File: config.mk
export PLATFORM = sky130hd
export DESIGN_NAME = stable_change_detector_with_output_link
export DESIGN_NICKNAME = d
export VERILOG_FILES = /design/src/hdl/scd_pkg.sv /design/src/hdl/scd_core.sv /design/src/hdl/stable_change_detector_with_output_link.sv
export SDC_FILE = /design/constraint.sdc
export NUM_CORES = 1
export LEC_CHECK = 0
export ABC_AREA = 1
export BUFFER_PORTS_ARGS = -buffer_cell sky130_fd_sc_hd__buf_4
export CAP_MARGIN = 20
export CORE_MARGIN = 3
export CORE_UTILIZATION = 32
export CTS_BUF_LIST = sky130_fd_sc_hd__clkbuf_8
export CTS_CLUSTER_DIAMETER = 150
export DETAILED_ROUTE_END_ITERATION = 16
export SLEW_MARGIN = 30
export SYNTH_ARGS = -nofsm -noshare
export SYNTH_HDL_FRONTEND = slang
export SYNTH_SLANG_ARGS = --single-unit
export TNS_END_PERCENT = 10
File: constraint.sdc
create_clock -name i_clk -period 6.7 [get_ports i_clk]
set_clock_uncertainty 0.1 [all_clocks]
set_input_delay 1.005 -clock i_clk [delete_from_list [all_inputs] [get_ports i_clk]]
set_output_delay 1.005 -clock i_clk [all_outputs]
set_load 0.02 [all_outputs]
File: src/hdl/scd_pkg.sv
// Package for the stable-change detector: link mode codes, register indexes
// and the link configuration struct. No dependencies.
package scd_pkg;

    // Configuration register indexes
    localparam logic [2:0] CFG_STABLE_TIME   = 3'd0;
    localparam logic [2:0] CFG_MIN_VARIATION = 3'd1;
    localparam logic [2:0] CFG_FULL_SCALE    = 3'd2;
    localparam logic [2:0] CFG_LINK_MODE     = 3'd3;
    localparam logic [2:0] CFG_NOTIFY_EN     = 3'd4;

    // Link mode codes; six and seven behave as no link
    localparam logic [2:0] LINK_NONE        = 3'd0;
    localparam logic [2:0] LINK_COPY        = 3'd1;
    localparam logic [2:0] LINK_NEGATE      = 3'd2;
    localparam logic [2:0] LINK_TOGGLE      = 3'd3;
    localparam logic [2:0] LINK_TOGGLE_HIGH = 3'd4;
    localparam logic [2:0] LINK_TOGGLE_LOW  = 3'd5;

    // Output link settings handed to the core
    typedef struct packed {
        logic [2:0] mode;
        logic       notify_en;
    } t_link_cfg;

endpackage

File: src/hdl/scd_core.sv
// Change detection core: held value, timestamp and output level state, plus
// the single-pass acceptance logic. Depends on scd_pkg.
module scd_core import scd_pkg::*; #(
    parameter int SAMPLE_BITS = 12,
    parameter int TIME_BITS   = 32
) (
    input  logic                   i_clk,
    input  logic                   i_rst_n,
    input  logic                   i_step,
    input  logic [SAMPLE_BITS-1:0] i_sample,
    input  logic [TIME_BITS-1:0]   i_now_ms,
    input  logic [TIME_BITS-1:0]   i_stable_time,
    input  logic [SAMPLE_BITS-1:0] i_min_variation,
    input  logic [SAMPLE_BITS-1:0] i_full_scale,
    input  t_link_cfg              i_link,
    output logic                   o_notify,
    output logic [SAMPLE_BITS-1:0] o_accepted_value,
    output logic                   o_drive_update,
    output logic                   o_drive_level
);

    localparam logic [SAMPLE_BITS-1:0] SAMPLE_ONE = SAMPLE_BITS'(1);

    logic [SAMPLE_BITS-1:0] r_held_value, n_held_value;
    logic                   r_held_valid, n_held_valid;
    logic [TIME_BITS-1:0]   r_last_time,  n_last_time;
    logic                   r_out_level,  n_out_level;

    logic                   linked, active, differs, moved, elapsed, accept;
    logic [SAMPLE_BITS-1:0] diff;
    logic [TIME_BITS-1:0]   age;
    logic                   upd;

    // Candidate and stability tests
    always_comb begin
        linked  = (i_link.mode >= LINK_COPY) && (i_link.mode <= LINK_TOGGLE_LOW);
        active  = i_link.notify_en || linked;
        differs = !r_held_valid || (r_held_value != i_sample);
        diff    = (r_held_value > i_sample) ? (r_held_value - i_sample)
                                            : (i_sample - r_held_value);
        moved   = !r_held_valid || (diff >= i_min_variation)
                  || (i_sample == '0) || (i_sample == i_full_scale);
        age     = i_now_ms - r_last_time;
        elapsed = (age >= i_stable_time);
        accept  = active && differs && moved && elapsed;
    end

    // Next state and linked output drive
    always_comb begin
        n_held_value = r_held_value;
        n_held_valid = r_held_valid;
        n_last_time  = r_last_time;
        n_out_level  = r_out_level;
        upd          = 1'b0;
        if (accept) begin
            n_held_value = i_sample;
            n_held_valid = 1'b1;
            n_last_time  = i_now_ms;
            unique case (i_link.mode)
                LINK_COPY: begin
                    n_out_level = (i_sample != '0);
                    upd         = 1'b1;
                end
                LINK_NEGATE: begin
                    n_out_level = (i_sample != SAMPLE_ONE);
                    upd         = 1'b1;
                end
                LINK_TOGGLE: begin
                    n_out_level = !r_out_level;
                    upd         = 1'b1;
                end
                LINK_TOGGLE_HIGH: begin
                    if (i_sample == SAMPLE_ONE) begin
                        n_out_level = !r_out_level;
                        upd         = 1'b1;
                    end
                end
                LINK_TOGGLE_LOW: begin
                    if (i_sample == '0) begin
                        n_out_level = !r_out_level;
                        upd         = 1'b1;
                    end
                end
                default: begin
                end
            endcase
        end else if (active && !(differs && moved)) begin
            // equal or too small a move restarts the stability window
            n_last_time = i_now_ms;
        end
    end

    // State registers
    always_ff @(posedge i_clk) begin
        if (!i_rst_n) begin
            r_held_value <= '0;
            r_held_valid <= 1'b0;
            r_last_time  <= '0;
            r_out_level  <= 1'b0;
        end else if (i_step) begin
            r_held_value <= n_held_value;
            r_held_valid <= n_held_valid;
            r_last_time  <= n_last_time;
            r_out_level  <= n_out_level;
        end
    end

    // Result fields after this item
    assign o_notify         = accept && i_link.notify_en;
    assign o_accepted_value = n_held_value;
    assign o_drive_update   = upd;
    assign o_drive_level    = n_out_level;

endmodule

File: src/hdl/stable_change_detector_with_output_link.sv
// Stable-change detector with linked digital output, top level.
// Beats pass the input register, then the result register. Throughput: one beat per
// cycle while i_m_tready is high; the only loop is the state update in scd_core.
// Reset (i_rst_n low, synchronous): registers to defaults, full scale all ones
// up to 4095, nothing held, output low, both pipeline stages emptied.
module stable_change_detector_with_output_link import scd_pkg::*; #(
    parameter int SAMPLE_BITS = 12,
    parameter int TIME_BITS   = 32
) (
    input  logic       i_clk,
    input  logic       i_rst_n,
    // configuration write channel
    input  logic       i_cfg_valid,
    output logic       o_cfg_ready,
    input  logic [2:0] i_cfg_index,
    input  logic [((TIME_BITS > SAMPLE_BITS) ? TIME_BITS : SAMPLE_BITS)-1:0] i_cfg_data,
    // input stream
    input  logic       i_s_tvalid,
    output logic       o_s_tready,
    // tdata: sample, now_ms, zero padding
    input  logic [((SAMPLE_BITS + TIME_BITS + 7) / 8) * 8 - 1:0] i_s_tdata,
    // result stream
    output logic       o_m_tvalid,
    input  logic       i_m_tready,
    // tdata: notify, accepted_value, drive_update, drive_level, zero padding
    output logic [((SAMPLE_BITS + 3 + 7) / 8) * 8 - 1:0] o_m_tdata
);

    localparam int IN_BITS  = ((SAMPLE_BITS + TIME_BITS + 7) / 8) * 8;
    localparam int OUT_BITS = ((SAMPLE_BITS + 3 + 7) / 8) * 8;
    localparam int RES_BITS = SAMPLE_BITS + 3;
    localparam logic [SAMPLE_BITS-1:0] FULL_SCALE_RST = SAMPLE_BITS'(32'd4095);

    logic [TIME_BITS-1:0]   r_stable_time;
    logic [SAMPLE_BITS-1:0] r_min_variation;
    logic [SAMPLE_BITS-1:0] r_full_scale;
    t_link_cfg              r_link;

    logic                   r_in_valid;
    logic [SAMPLE_BITS-1:0] r_in_sample;
    logic [TIME_BITS-1:0]   r_in_now;

    logic                   r_out_valid;
    logic [RES_BITS-1:0]    r_out_data;

    logic                   advance, step, in_beat;
    logic                   c_notify, c_upd, c_level;
    logic [SAMPLE_BITS-1:0] c_value;

    // Configuration registers
    assign o_cfg_ready = 1'b1;

    always_ff @(posedge i_clk) begin
        if (!i_rst_n) begin
            r_stable_time    <= '0;
            r_min_variation  <= '0;
            r_full_scale     <= FULL_SCALE_RST;
            r_link.mode      <= LINK_NONE;
            r_link.notify_en <= 1'b0;
        end else if (i_cfg_valid) begin
            unique case (i_cfg_index)
                CFG_STABLE_TIME:   r_stable_time   <= i_cfg_data[TIME_BITS-1:0];
                CFG_MIN_VARIATION: r_min_variation <= i_cfg_data[SAMPLE_BITS-1:0];
                CFG_FULL_SCALE:    r_full_scale    <= i_cfg_data[SAMPLE_BITS-1:0];
                CFG_LINK_MODE:     r_link.mode     <= i_cfg_data[2:0];
                CFG_NOTIFY_EN:     r_link.notify_en <= i_cfg_data[0];
                default: begin
                end
            endcase
        end
    end

    // Pipeline flow: both stages move together when the result slot is free; an empty input register also takes a beat
    assign advance    = !r_out_valid || i_m_tready;
    assign o_s_tready = !r_in_valid || advance;
    assign in_beat    = i_s_tvalid && o_s_tready;
    assign step       = r_in_valid && advance;

    // Input register
    always_ff @(posedge i_clk) begin
        if (!i_rst_n) begin
            r_in_valid <= 1'b0;
        end else if (o_s_tready) begin
            r_in_valid <= i_s_tvalid;
        end
    end

    always_ff @(posedge i_clk) begin
        if (in_beat) begin
            r_in_sample <= i_s_tdata[SAMPLE_BITS-1:0];
            r_in_now    <= i_s_tdata[SAMPLE_BITS +: TIME_BITS];
        end
    end

    scd_core #(
        .SAMPLE_BITS (SAMPLE_BITS),
        .TIME_BITS   (TIME_BITS)
    ) u_core (
        .i_clk            (i_clk),
        .i_rst_n          (i_rst_n),
        .i_step           (step),
        .i_sample         (r_in_sample),
        .i_now_ms         (r_in_now),
        .i_stable_time    (r_stable_time),
        .i_min_variation  (r_min_variation),
        .i_full_scale     (r_full_scale),
        .i_link           (r_link),
        .o_notify         (c_notify),
        .o_accepted_value (c_value),
        .o_drive_update   (c_upd),
        .o_drive_level    (c_level)
    );

    // Result register
    always_ff @(posedge i_clk) begin
        if (!i_rst_n) begin
            r_out_valid <= 1'b0;
        end else if (advance) begin
            r_out_valid <= r_in_valid;
        end
    end

    always_ff @(posedge i_clk) begin
        if (step) begin
            r_out_data <= {c_level, c_upd, c_value, c_notify};
        end
    end

    assign o_m_tvalid = r_out_valid;
    assign o_m_tdata  = OUT_BITS'(r_out_data);

    // input padding bits are ignored
    logic unused_pad;
    assign unused_pad = ^i_s_tdata[IN_BITS-1:0];

endmodule
==> impl_results.md, run 1 <==
- Status: finished, final reports clean
- Syn. warnings: 0
- DRC violation count after routing: 0
- Worst hold slack: 0.369 ns
- Initial antenna violation count: 0
- Hold_sp: r_stable_time[31]$_SDFFE_PN0P_
- Crit path from: r_in_sample[1]$_DFFE_PP_
- Slew at the pin closest to its max-slew limit: 0.961 ns
- Global-route wire length before repair: 45200 um
- Count leader, synth: nand2_1
- Setup crit end kind: flop
- EDFF count, synth: 59
- Startpoint Class: flop
- Cells after synthesis: 1420
- Cts bufs inserted: 17
- Worst Path Required: 7.02 ns
- R2R Path End: u_core.r_held_value[2]$_SDFFE_PN0P_
- Die Wd: 191 um
- Mapped Area: 11000 sq um
- Vias: 9118
- Setup TNS: 0 ns
- Slew Limit Fails: 0
- Syn avg cell area: 7.75 sq um
- Asr flop ratio synth: 0%
- Crit path DAT: 5.70 ns
- Clk_lat worst skew: 0.49 ns
- Seq cells post-synth: 167
- Dpl ws: 1.35 ns
- Post-synth top area cell: dfxtp_1
- VDD IR max: 115 uV
- Avg Vias per Cell: 4.65
- Pin count of the biggest net entering global routing: 106
- Worst hold path class: reg2reg
- Worst R2R Setup Slack: 1.32 ns
- Synth top area cells: dfxtp_1 20%, edfxtp_1 16%, ha_1 11%, nand2_1 9.3%, inv_1 7.2%
- Overall Global Routing Usage: 15.5%
- Clock transition at path regs: 0.11 ns
- Synth Flop Type: dfxtp_1
- GP Congestion: 0.949
- Area share of the largest cell type after synthesis: 19.7%
- # IOs: 107
- Post-synthesis cell type count: 48
- Critical Path Sink: u_core.r_held_value[2]$_SDFFE_PN0P_
- Antenna cell count: 0
- IO Port Bufs: 100
- Post-synthesis net count: 1609
- Reg-to-reg startpoint: r_in_sample[1]$_DFFE_PP_
- Final nets: 1689
- Routed length per instance: 14.2 um
- Std-Cell Rows: 67
- Max cap viols: 0
- Core Region: 33700 sq um
- Relative slew slack: 35.9%
- Post-CTS setup buffer count: 0
- Max Buffers Root-to-Sink: 2
- Layout cells sized above 1: 17.6%
- Initial Utilization: 32.6%
- Critical path peak fanout: 29
- Met1 global-route usage: 19.6%
- Final min period: 5.38 ns
- Final worst setup slack: 1.32 ns
- CTS resizes: 0
- Global-route met2 utilization: 27.4%
- Cts hold-fix bufs: 0
- Estimated wirelength of the detail-placed design: 21600 um
- DIE HEIGHT: 191 um
- Reg2Reg Depth: 25
- Most frequent CP cell: nand2_1
- Clock sinks: 167
- DR pass1 iterations: 5
- TritonCTS clock tree: done
- Vias in the first global route: 8892
- Tcrit/Tclk final: 80.2%
- Post-synth top cells: 272 x nand2_1, 212 x inv_1, 130 x a21oi_1
- Post-synthesis sequential area ratio: 35.8%
- P&R area growth vs syn: 13.0%
- Setup violations, final: 0
- Antenna-violating nets left: 0
- RSZ-0062 raised after global routing: false
- CP Class: reg2reg
- Final hold vios: 0
- Power density cells: 214 nW/um^2
- GRT Max-Usage Layer: met2
- Leak: 5.29 nW
- Pwr Total: 2.66 mW
- Slowest-stage cell, CP: nor2_2
- GR Layer Usage met3: 2.57%
- Grt total ovfl: 0
- CP max stage delay: 0.65 ns
- Final wirelength: 27800 um
- Drt initial violations: 492
- Root Driver: clkbuf_8
- H-tree lvl count: 4
- Die area: 36600 sq um
- FMAX: 186 MHz
==> through the flow <==
step / cells / util, % / instance area (sq um)
after floorplan: 1420 / - / 11000
after global placement: 1928 / 35.7 / 12000
after detailed placement: 1929 / 35.7 / 12000
after CTS: 1961 / 36.9 / 12400
after global routing: 1961 / 36.9 / 12400
final: 1961 / 36.9 / 12400
==> cell usage in the layout (no fill, tap or decap), types with 17 or more instances in the layout <==
master	instances
a21oi_1	130
a21oi_2	32
buf_4	103
clkbuf_8	17
dfxtp_1	108
edfxtp_1	59
ha_1	98
inv_1	212
inv_2	19
nand2_1	272
nand3_1	57
nand3_2	31
nand4_1	22
nor2_1	98
nor2_2	32
o21ai_0	77
o21ai_1	18
xnor2_1	19
xor2_1	31
==> where the power goes <==
part	internal, mW	switching, mW
Clock	0.304	0.430
Sequential	1.10	0.0342
Combinational	0.286	0.503
Total	1.69	0.967
==> worst max-delay path, delay by kind of cell (launching register included) <==
family / cells / cell delay (ns)
AOI/OAI and AO/OA: 3 / 0.44
xor gates and xnor gates: 1 / 0.19
adders and majority gates: 2 / 0.81
buffers and inverters: 5 / 0.66
DFF: 1 / 0.61
and+or+nand+nor: 14 / 2.48
==> final cells by class <==
type                    instances  area [sq um]
flip-flops and latches        167          3930
clock inverters                15           144
fillers                      3556         21300
inverters                     233           875
well taps                     448           561
multi-input cells             976          5880
repair buffers                105           800
clock buffers                  17           234
==> per-layer routing <==
| metal | vias to the layer above | part of all wire (%) |
|---|---|---|
| li1 | 4777 | - |
| met1 | 4161 | 46 |
| met2 | 156 | 49 |
| met3 | 24 | 3.6 |
| met4 | 0 | 1.5 |
| met5 | - | 0 |
==> sequential cells by signal, indices dropped and copies added (netlist names) <==
name / cells
o_m_tvalid: 1
r_full_scale: 12
r_in_now: 32
r_in_sample: 12
r_in_valid: 1
r_link: 4
r_min_variation: 12
r_out_data: 15
r_stable_time: 32
u_core.r_held_valid: 1
u_core.r_held_value: 12
u_core.r_last_time: 32
u_core.r_out_level: 1
==> cells by family (layout without fill, tap and decap cells) <==
logic type,after synthesis,count (layout),share of synthesized area [%]
fa+ha+maj,101,101,11.7
other cells,2,2,0.0683
compound gates,286,286,14.9
xor+xnor,50,50,3.98
simple gates,537,537,22.8
buf+inv,277,370,10.9
flops,167,167,35.8
==> worst min path at each step <==
stage | endpoint | slack [ns] | cells past startpoint
after global routing | r_stable_time[22]$_SDFFE_PN0P_ | 0.39 | 2
final | r_stable_time[31]$_SDFFE_PN0P_ | 0.37 | 2
after floorplan | r_min_variation[0]$_SDFFE_PN0P_ | 0.33 | 2
after CTS | r_stable_time[21]$_SDFFE_PN0P_ | 0.37 | 2
after detailed placement | r_stable_time[21]$_SDFFE_PN0P_ | 0.36 | 2
after global placement | r_stable_time[22]$_SDFFE_PN0P_ | 0.35 | 2
(Power assumes the default switching activity.)
==> inputs of run 2 (changes only) <==
==> constraint.sdc (replaced) <==
create_clock -name i_clk -period 5.3 [get_ports i_clk]
set_clock_uncertainty 0.1 [all_clocks]
set_input_delay 0.795 -clock i_clk [delete_from_list [all_inputs] [get_ports i_clk]]
set_output_delay 0.795 -clock i_clk [all_outputs]
set_load 0.02 [all_outputs]
==> impl_results.md, run 2 (synthesis gave the netlist of run 1 again) <==
- Root Driver: clkbuf_8
- CP Class: reg2reg
- Clk_lat worst skew: 0.48 ns
- Post-CTS setup buffer count: 0
- Pwr Total: 3.40 mW
- Slew at the pin closest to its max-slew limit: 0.888 ns
- Worst hold path class: reg2reg
- Die area: 36600 sq um
- Reg-to-reg startpoint: r_in_sample[0]$_DFFE_PP_
- Commonest non-fill, non-tap cell in the layout: nand2_1
- Crit path DAT: 5.00 ns
- Final min period: 4.72 ns
- Slowest-stage cell, CP: edfxtp_1
- Clock sinks: 167
- Commonest non-fill, non-tap cells in the layout: 272 x nand2_1, 211 x inv_1, 130 x a21oi_1
- Routed length per instance: 14.1 um
- Antenna-violating nets left: 0
- Antenna cell count: 0
- Final nets: 1690
- Setup TNS: 0 ns
- IO Port Bufs: 100
- GP Congestion: 0.895
- Status: finished, final reports clean
- Final wirelength: 27700 um
- CTS resizes: 0
- P&R area growth vs syn: 13.2%
- Power density cells: 273 nW/um^2
- Filler Cell Count: 3562
- DRC violation count after routing: 0
- Bufs and invs on worst path: 5
- Global-route wire length before repair: 45800 um
- Max cap viols: 0
- Critical path's top delay family: simple AND/OR/NAND/NOR gates
- Initial Utilization: 32.6%
- CP max stage delay: 0.51 ns
- Layout cells sized above 1: 17.7%
- Crit path from: r_in_sample[0]$_DFFE_PP_
- Final hold vios: 0
- Initial antenna violation count: 0
- DIE HEIGHT: 191 um
- Clock transition at path regs: 0.10 ns
- FMAX: 212 MHz
- Grt total ovfl: 0
- Pin count of the biggest net entering global routing: 107
- Worst hold slack: 0.365 ns
- Tcrit/Tclk final: 89.1%
- Worst Path Required: 5.57 ns
- Die Wd: 191 um
- Final core occ: 37.0%
- VDD IR max: 189 uV
- RSZ-0062 raised after global routing: false
- Critical path peak fanout: 64
- Leak: 5.30 nW
- H-tree lvl count: 4
- # IOs: 107
- Regs by FF count: r_in_now x32, r_stable_time x32, u_core.r_last_time x32
- Most frequent CP cell: nand2_1
- Startpoint Class: flop
- Overall Global Routing Usage: 15.7%
- Cts bufs inserted: 17
- Drt initial violations: 597
- Vias in the first global route: 9092
- Cts hold-fix bufs: 0
- Max Buffers Root-to-Sink: 2
- Hold_sp: r_stable_time[28]$_SDFFE_PN0P_
- Core Region: 33700 sq um
- Slew Limit Fails: 0
- Setup crit end kind: flop
- Setup violations, final: 0
- Vias: 9248
- Std-Cell Rows: 67
- Relative slew slack: 40.5%
- Avg Vias per Cell: 4.71
- Estimated wirelength of the detail-placed design: 21200 um
- TritonCTS clock tree: done
- DR pass1 iterations: 5
## run 2: stage by stage
stage                     setup WS (ns)  instance area (sq um)  cells
after floorplan                    1.57                  11000   1420
after global placement            0.609                  12000   1930
after detailed placement          0.628                  12000   1930
after CTS                         0.606                  12400   1962
after global routing              0.140                  12500   1962
final                             0.578                  12500   1962
## run 2: layout make-up
| class | count | area [sq um] | area share [%] |
|---|---|---|---|
| tap | 448 | 561 | 4.50 |
| clock inverter | 15 | 166 | 1.34 |
| multi-input combinational | 976 | 5880 | 47.2 |
| sequential | 167 | 3930 | 31.6 |
| timing repair buffer | 106 | 803 | 6.45 |
| inverter | 233 | 877 | 7.04 |
| clock buffer | 17 | 234 | 1.88 |
## run 2: worst paths after layout
kind | endpoint | slack, ns | depth (start not counted)
worst min register to register | r_stable_time[28]$_SDFFE_PN0P_ | 0.36 | 2
worst max register to register | u_core.r_last_time[0]$_SDFFE_PN0P_ | 0.58 | 25
worst min-delay path | r_stable_time[28]$_SDFFE_PN0P_ | 0.36 | 2
worst max-delay path | u_core.r_last_time[0]$_SDFFE_PN0P_ | 0.58 | 25
## run 2: where the power goes
group          internal, mW  total (mW)  switching [mW]  leakage [nW]
Sequential             1.39        1.44          0.0413          1.45
Clock                 0.430       0.964           0.533         0.206
Combinational         0.364        1.00           0.640          3.65
## run 2: worst register-to-register path, cell delays in order (launching register included)
cell,delay [ns]
edfxtp_1,0.51
ha_1,0.29
inv_1,0.10
fa_1,0.42
inv_1,0.12
o21ai_1,0.11
a21oi_1,0.26
o21ai_2,0.08
nand2_2,0.28
inv_2,0.16
nand2_1,0.08
nand2_1,0.06
xor2_1,0.22
inv_1,0.07
ha_1,0.27
nand2_1,0.09
inv_1,0.05
a21oi_1,0.24
nand2_1,0.07
nand3b_1,0.17
nand2_2,0.09
nand2_4,0.07
nand2_8,0.42
nand3_1,0.18
nand2_1,0.09
nor2_1,0.05
## run 2: per-layer routing
metal | GRT usage, % | routed length (um) | up-vias
li1 | - | - | 4787
met2 | 27.3 | 13500 | 193
met4 | 4.32 | 480 | 0
met5 | 0 | 0 | -
met3 | 2.71 | 1050 | 30
met1 | 19.9 | 12700 | 4238
==> inputs of run 3 (changes only) <==
--- a/config.mk
+++ b/config.mk
@@ -13,6 +13,7 @@
 export CTS_BUF_LIST = sky130_fd_sc_hd__clkbuf_8
 export CTS_CLUSTER_DIAMETER = 150
 export DETAILED_ROUTE_END_ITERATION = 16
+export RECOVER_POWER = 50
 export SLEW_MARGIN = 30
 export SYNTH_ARGS = -nofsm -noshare
 export SYNTH_HDL_FRONTEND = slang
==> impl_results.md, run 3 (synthesis gave the netlist of run 1 again) <==
- Max cap viols: 2
- VDD IR max: 190 uV
- Initial antenna violation count: 0
- Slew Limit Fails: 152
- Worst R2R Setup Slack: 0.58 ns
- P&R area growth vs syn: 12.7%
- IO Port Bufs: 100
- R2R Path End: u_core.r_last_time[0]$_SDFFE_PN0P_
- WL met3: 1060 um
- Pwr Total: 3.40 mW
- DIE HEIGHT: 191 um
- Core Region: 33700 sq um
- CP max stage delay: 0.42 ns
- Leak: 5.23 nW
- Top Layer Used: met4
- Clock power frac: 28.4%
- CTS resizes: 0
- Clk_lat worst skew: 0.49 ns
- Internal: 2.19 mW
- # IOs: 107
- Met1 WL: 12700 um
- Initial Utilization: 32.6%
- Reg-to-reg startpoint: r_in_now[2]$_DFFE_PP_
- H-tree lvl count: 4
- Layout cells sized above 1: 16.6%
- Vias: 9188
- Relative slew slack: -158%
- Tcrit/Tclk final: 89.1%
- Reg2Reg Depth: 19
- RSZ-0062 raised after global routing: false
- Sequential Power Share: 42.2%
- Cts bufs inserted: 17
- DR pass1 iterations: 5
- Final wirelength: 27700 um
- Grt total ovfl: 0
- CP Class: reg2reg
- Std-Cell Rows: 67
- Estimated wirelength of the detail-placed design: 21200 um
- Final worst setup slack: 0.578 ns
- Net switching power: 1.22 mW
- Global-route wire length before repair: 45800 um
- Regs by FF count: r_in_now x32, r_stable_time x32, u_core.r_last_time x32
- Vias in the first global route: 9092
- FMAX: 212 MHz
- Worst Path Required: 5.61 ns
- Worst hold path class: reg2reg
- Failing checks: max-capacitance violations, max-slew violations
- Critical path peak fanout: 64
- DR WL met2: 13400 um
- TritonCTS clock tree: done
- Setup TNS: 0 ns
- Crit path DAT: 5.03 ns
- Clock sinks: 167
- Routed length per instance: 14.1 um
- Startpoint Class: flop
- Antenna-violating nets left: 0
- Cts hold-fix bufs: 0
- Avg Vias per Cell: 4.68
- Max Buffers Root-to-Sink: 2
- Critical Path Sink: u_core.r_last_time[0]$_SDFFE_PN0P_
- DRC violation count after routing: 0
- Antenna cell count: 0
- Filler Cell Count: 3577
- Slowest-stage cell, CP: edfxtp_1
- Hold_sp: r_stable_time[28]$_SDFFE_PN0P_
- Die Wd: 191 um
- Die area: 36600 sq um
- GP Congestion: 0.895
- Setup crit end kind: flop
- Final min period: 4.72 ns
- Sw frac: 35.7%
- Most frequent CP cell: a21oi_1
- Overall Global Routing Usage: 15.7%
- Status: finished with violations
- Pin count of the biggest net entering global routing: 107
- Power density cells: 275 nW/um^2
- Setup violations, final: 0
- Final core occ: 36.8%
- Drt initial violations: 575
- Worst hold slack: 0.365 ns
- Combinational fraction of design power: 29.4%
- Clock transition at path regs: 0.11 ns
- Commonest non-fill, non-tap cell in the layout: nand2_1
- Root Driver: clkbuf_8
- Dpl ws: 0.628 ns
- Crit-path cells: ha_1 > a21oi_1 > nand2_1 > a21oi_1 > inv_1 > a21oi_1 > o21ai_0 > xor2_1 > ha_1 > a21oi_1 > o21a_1 > nand2_1 > a21oi_1 > nand3_2 > inv_2 > nand2_8 > nand3_1 > nand2_1 > nor2_1
- Final hold vios: 0
- Post-CTS setup buffer count: 0
- Slew at the pin closest to its max-slew limit: 3.87 ns
- Final nets: 1690
- Commonest non-fill, non-tap cells in the layout: 272 x nand2_1, 211 x inv_1, 130 x a21oi_1
- Crit path from: r_in_now[2]$_DFFE_PP_
## run 3: final cells by class
| type | count | area (sq um) | area share (%) |
|---|---|---|---|
| flip-flops and latches | 167 | 3930 | 31.7 |
| clock inverters | 15 | 166 | 1.34 |
| repair buffers | 106 | 742 | 5.99 |
| clock buffers | 17 | 234 | 1.89 |
| inverters | 233 | 876 | 7.07 |
| well taps | 448 | 561 | 4.52 |
| multi-input cells | 976 | 5880 | 47.5 |
## run 3: power by group through the flow
stage | Clock [mW] | Combinational, mW | Sequential, mW
6_report | 0.966 | 1.00 | 1.44
4_1_cts | 0.999 | 1.01 | 1.44
3_3_place_gp | 0 | 0.987 | 1.46
5_1_grt | 1.05 | 1.16 | 1.44
2_1_floorplan | 0 | 0.817 | 1.46
3_5_place_dp | 0 | 1.01 | 1.47
## run 3: through the flow
step | std cells | cell area (sq um)
CTS | 1962 | 12400
global route | 1962 | 12400
detailed placement | 1930 | 12000
global placement | 1930 | 12000
finish | 1962 | 12400
floorplan | 1420 | 11000
## run 3: worst max-delay path: cells and delay by family, from the launching register on
| family | cells | cell delay (ns) |
|---|---|---|
| AO/OA/AOI/OAI | 7 | 1.52 |
| adder cells (fa/ha/maj) | 2 | 0.68 |
| buffers and inverters | 2 | 0.34 |
| AND/OR/NAND/NOR | 7 | 1.36 |
| flip-flops | 1 | 0.42 |
| XOR/XNOR | 1 | 0.20 |
## run 3: routing by layer
metal	track usage, %	vias up
met1	19.9	4189
li1	-	4790
met3	2.71	26
met2	27.3	183
met5	0	-
met4	4.32	0
## run 3: worst min-delay path by stage
stage                                           end  slack [ns]  cells after the start
floorplan           r_min_variation[0]$_SDFFE_PN0P_        0.33                      2
detailed placement   r_stable_time[28]$_SDFFE_PN0P_        0.36                      2
global route                  r_in_now[0]$_DFFE_PP_        0.35                      1
CTS                           r_in_now[7]$_DFFE_PP_        0.34                      1
global placement    r_min_variation[1]$_SDFFE_PN0P_        0.35                      2
finish               r_stable_time[28]$_SDFFE_PN0P_        0.37                      2
